--- src/hdl/cau_pkg.sv ---
// Shared types and constants of the complex arithmetic unit.
// Used by every module in hdl/; depends on nothing.
package cau_pkg;

    localparam int DATA_WIDTH = 32;
    localparam int FRAC_BITS  = 16;

    localparam int DW  = DATA_WIDTH;
    localparam int PW  = 2 * DW;          // full product width
    localparam int SW  = PW + 1;          // signed sum of two products
    localparam int MW  = PW;              // magnitude of such a sum
    localparam int XW  = MW + FRAC_BITS;  // dividend after the fraction shift
    localparam int QB  = DW + 1;          // quotient bits the divider develops
    localparam int RW  = PW + 1;          // partial remainder width
    localparam int CW  = QB + 1;          // quotient magnitude after rounding

    localparam int QDEPTH = 4;
    localparam int QAW    = $clog2(QDEPTH);
    localparam int QCW    = $clog2(QDEPTH + 1);

    typedef enum logic [1:0] {
        OP_ADD = 2'd0,
        OP_SUB = 2'd1,
        OP_MUL = 2'd2,
        OP_DIV = 2'd3
    } op_t;

    typedef struct packed {
        logic [1:0]           opcode;
        logic signed [DW-1:0] a_real;
        logic signed [DW-1:0] a_imag;
        logic signed [DW-1:0] b_real;
        logic signed [DW-1:0] b_imag;
    } in_item_t;

    typedef struct packed {
        logic signed [DW-1:0] res_real;
        logic signed [DW-1:0] res_imag;
        logic                 overflow;
        logic                 div_zero;
    } out_item_t;

    // Classified item as it waits between front and back
    typedef struct packed {
        op_t      op;
        logic     dz;
        in_item_t item;
    } q_entry_t;

    // Side information that rides along the divider
    typedef struct packed {
        logic          is_div;
        logic          dz;
        logic          neg_re;
        logic          neg_im;
        logic          huge_re;
        logic          huge_im;
        logic [DW-1:0] early_re;
        logic [DW-1:0] early_im;
        logic          early_ovf;
    } div_tag_t;

    typedef struct packed {
        logic [RW-1:0] rem;
        logic [QB-1:0] lo;
        logic [QB-1:0] q;
    } part_t;

    typedef struct packed {
        div_tag_t      tag;
        part_t         re;
        part_t         im;
        logic [PW-1:0] den;
    } div_stage_t;

endpackage

--- src/hdl/cau_queue.sv ---
// Short queue of classified items between front and back.
// Depends on cau_pkg.
module cau_queue import cau_pkg::*;
(
    input  logic     clk,
    input  logic     rst_n,
    input  logic     wr,
    input  q_entry_t wdata,
    output logic     full,
    input  logic     rd,
    output q_entry_t rdata,
    output logic     empty
);

    q_entry_t         mem [QDEPTH];
    logic [QAW-1:0]   wp_reg;
    logic [QAW-1:0]   rp_reg;
    logic [QCW-1:0]   cnt_reg;
    logic             do_wr;
    logic             do_rd;

    assign full  = (cnt_reg == QCW'(QDEPTH));
    assign empty = (cnt_reg == '0);
    assign do_wr = wr && !full;
    assign do_rd = rd && !empty;
    assign rdata = mem[rp_reg];

    always_ff @(posedge clk)
    begin
        if (do_wr)
            mem[wp_reg] <= wdata;
    end

    always_ff @(posedge clk or negedge rst_n)
    begin
        if (!rst_n)
        begin
            wp_reg  <= '0;
            rp_reg  <= '0;
            cnt_reg <= '0;
        end
        else
        begin
            if (do_wr)
                wp_reg <= wp_reg + QAW'(1);
            if (do_rd)
                rp_reg <= rp_reg + QAW'(1);
            if (do_wr && !do_rd)
                cnt_reg <= cnt_reg + QCW'(1);
            else if (do_rd && !do_wr)
                cnt_reg <= cnt_reg - QCW'(1);
        end
    end

endmodule

--- config.mk ---
export PLATFORM = sky130hd
export DESIGN_NAME = cau_queue
export DESIGN_NICKNAME = d
export VERILOG_FILES = /design/src/hdl/cau_pkg.sv /design/src/hdl/cau_queue.sv
export SDC_FILE = /design/constraint.sdc
export NUM_CORES = 1
export LEC_CHECK = 0
export BUFFER_PORTS_ARGS = -buffer_cell sky130_fd_sc_hd__buf_2
export CAP_MARGIN = 15
export CELL_PAD_IN_SITES_DETAIL_PLACEMENT = 1
export CELL_PAD_IN_SITES_GLOBAL_PLACEMENT = 1
export CORE_AREA = 2 2 163 284
export DETAILED_ROUTE_END_ITERATION = 6
export DIE_AREA = 0 0 165 286
export PLACE_DENSITY = 0.68
export SETUP_SLACK_MARGIN = 0.2
export SLEW_MARGIN = 15
export SYNTH_ARGS = -nofsm -noshare
export SYNTH_HDL_FRONTEND = slang
export SYNTH_SLANG_ARGS = --single-unit
--- constraint.sdc ---
create_clock -name clk -period 5.1 [get_ports clk]
set_clock_uncertainty 0.15 [all_clocks]
set_input_delay 0.255 -clock clk [delete_from_list [all_inputs] [get_ports clk]]
set_output_delay 0.255 -clock clk [all_outputs]
set_load 0.02 [all_outputs]
==> results.ini <==
[critical_path]
r2r-end = mem[1][125]$_DFFE_PP_
cp_slowest_cell = dfrtp_4
cpPeakStageDelay_ps = 1030
crit_fanout = 41
worstReg2RegStart = cnt_reg[2]$_DFFE_PN0P_
critPathLaunchType = flop
end_kind = output pin
criticalPathCategory = reg2out
rrSetupSlack_ps = 2140
path_cells = buf_4, mux4_2, buf_2
rr_worst_depth = 4
crit_path_start = rp_reg[0]$_DFFE_PN0P_
crit_arrival_ps = 2830
cp.required_ps = 4700

[placed_design]
gp_congestion = 0.7482
portBuffers = 271
dpl.hpwl_mm = 25.25

[cts]
clockBufferDepth = 3
clock_sinks = 539
htree_levels = 2
numCtsBuffers = 49
path_clk_slew_ps = 60
cts_resized = 0
clk_latency_ps = 570
cts_tree = done
root_buffer = clkbuf_16

[synthesis]
synth_top_area_frac = 0.8163
synth_area_leaders = edfxtp_1 (82%), mux4_2 (15%), dfrtp_1 (0.90%)
syn_avg_cell_area_um2 = 26.77
syn_nets = 874
yosysTopAreaCell = edfxtp_1
ys_warn_count = 0
yosysSeqAreaShare = 0.8253
syn-cell-area_um2 = 19570
synth_cell_types = 20
ys_ff_latch = 539
syn_inst = 731

[route]
wl_mm = 42.00
drtIter0Drc = 655
via_per_inst = 5.172
vias = 9252
drc_errors = 0
drtAntennaViolNets = 0
first_pass_iters = 7
wl_per_cell_um = 23.48

[floorplanning]
die_h_um = 286
rows = 103
fp.dieArea_um2 = 47190
core_um2 = 44980
die_w_um = 165
ios = 272
start_util = 0.4351

[pwr]
p_sw_frac = 0.3136
power.leakage_uw = 0.008521
switchingPower_uw = 4626
power.internal_uw = 10120
power_uw = 14750
power_frac_comb = 0.304
powerDensity_nw_per_um2 = 594.8
power_frac_seq = 0.425
ir_drop_v = 0.0004199
p_clk_frac = 0.271

[timing]
slew_headroom = 0.3435
min_period_over_period = 0.6344
max_clock_freq_mhz = 309.1
drv_slew = 0
finalCriticalPeriod_ps = 3235
setup_viol = 0
hold_viol = 0
tns_ps = 0
rsz0062_at_grt = no
tightest_slew_ps = 984.8

[layout]
fin_nets = 1317
final_common_cell = edfxtp_1
final_cell_mix = edfxtp_1 (532), buf_2 (271), dlygate4sd3_1 (136)
drive_gt1_frac = 0.4154
largest_reg_flops = 532
syn_to_final_growth_pct = 26.71

[min_path]
hold_start = wr
hp-class = in2reg
hold_depth = 3
hold_end = wp_reg[0]$_DFFE_PN0P_

[global_routing]
grtUsageTotal = 0.1817
grt_pass1_vias = 10469
grt_max_degree = 62
use_met1 = 0.2100
top_usage_layer = met2
grt_overflow = 0
use_met2 = 0.3243
antenna_found_initial = 4
grt_pass1_wl_mm = 63.34
grtUsageMet3 = 0.03262

[outcome]
outcome = complete, no violations

[flow_run]
drv_cap = 0

## power by group through the flow
stage | clock, uW | sequential [uW] | combinational (uW)
final | 4000 | 6260 | 4480
after global routing | 4240 | 6360 | 4780
after CTS | 4110 | 6290 | 4610
after detailed placement | 0 | 6380 | 4510
after global placement | 0 | 6310 | 4490
after floorplan | 0 | 6180 | 3160
## worst max-delay path, delay by kind of cell (launching register included)
kind	cells	cell delay [ps]
buffers and inverters	2	610
DFF	1	1030
muxes	1	560
## how the worst max path moves through the flow
| stage | endpoint | slack, ps | depth (start not counted) |
|---|---|---|---|
| finish | rdata[79] | 1860 | 3 |
| global route | rdata[84] | 1660 | 3 |
| CTS | rdata[95] | 1750 | 3 |
| detailed placement | mem[1][69]$_DFFE_PP_ | 2080 | 4 |
| global placement | mem[1][69]$_DFFE_PP_ | 2130 | 4 |
| floorplan | mem[0][0]$_DFFE_PP_ | 510 | 4 |
## per-stage QoR
step	worst slack (ps)	util	hold slack, ps	instances	area (um^2)
after global routing	1658	0.5513	24.16	1789	24800
after CTS	1748	0.5513	7.963	1788	24800
final	1865	0.5513	31.01	1789	24800
after global placement	2127	0.4820	-41.46	1564	21680
after floorplan	507.8	-	-190.6	731	19570
after detailed placement	2085	0.4820	-43.19	1564	21680
## logic make-up after synthesis
logic type | Yosys count | synth area share
flops | 539 | 0.8253
mux | 135 | 0.1542
buf+inv | 35 | 0.01068
simple gates | 10 | 0.002941
xor+xnor | 6 | 0.002685
fa+ha+maj | 6 | 0.004220
## area by class of cell
type | count | area [um^2]
tap | 577 | 721.9
timing repair buffer | 423 | 2925
multi-input combinational | 157 | 3221
sequential | 539 | 16160
clock buffer | 54 | 1245
fill | 3926 | 20180
antenna | 1 | 2.502
inverter | 4 | 15.01
clock inverter | 34 | 509.2
## what timing repair did
action / 4_1_cts / 5_1_grt
endpoints found under the hold margin: 541 / 0
hold buffers: 136 / 0
setup buffers: 0 / 0
## synthesized netlist by cell type
master and instances:
and2_1 4, buf_2 17, buf_4 1, buf_6 7, clkbuf_1 6, dfrtp_1 7
edfxtp_1 532, fa_1 1, ha_1 5, inv_1 4, mux2_2 2, mux4_2 133
nand2_1 1, nand3_1 1, nor2_1 1, nor2b_1 1, nor3b_1 1, or3_1 1
xnor2_1 4, xor2_1 2
## layer usage
| layer | routed length [um] | part of all wire |
|---|---|---|
| met1 | 15310 | 0.36 |
| met2 | 22730 | 0.54 |
| met3 | 2003 | 0.048 |
| met4 | 1921 | 0.046 |
| met5 | 41 | 0.00098 |
No activity file was read; power rests on OpenSTA's default activity.
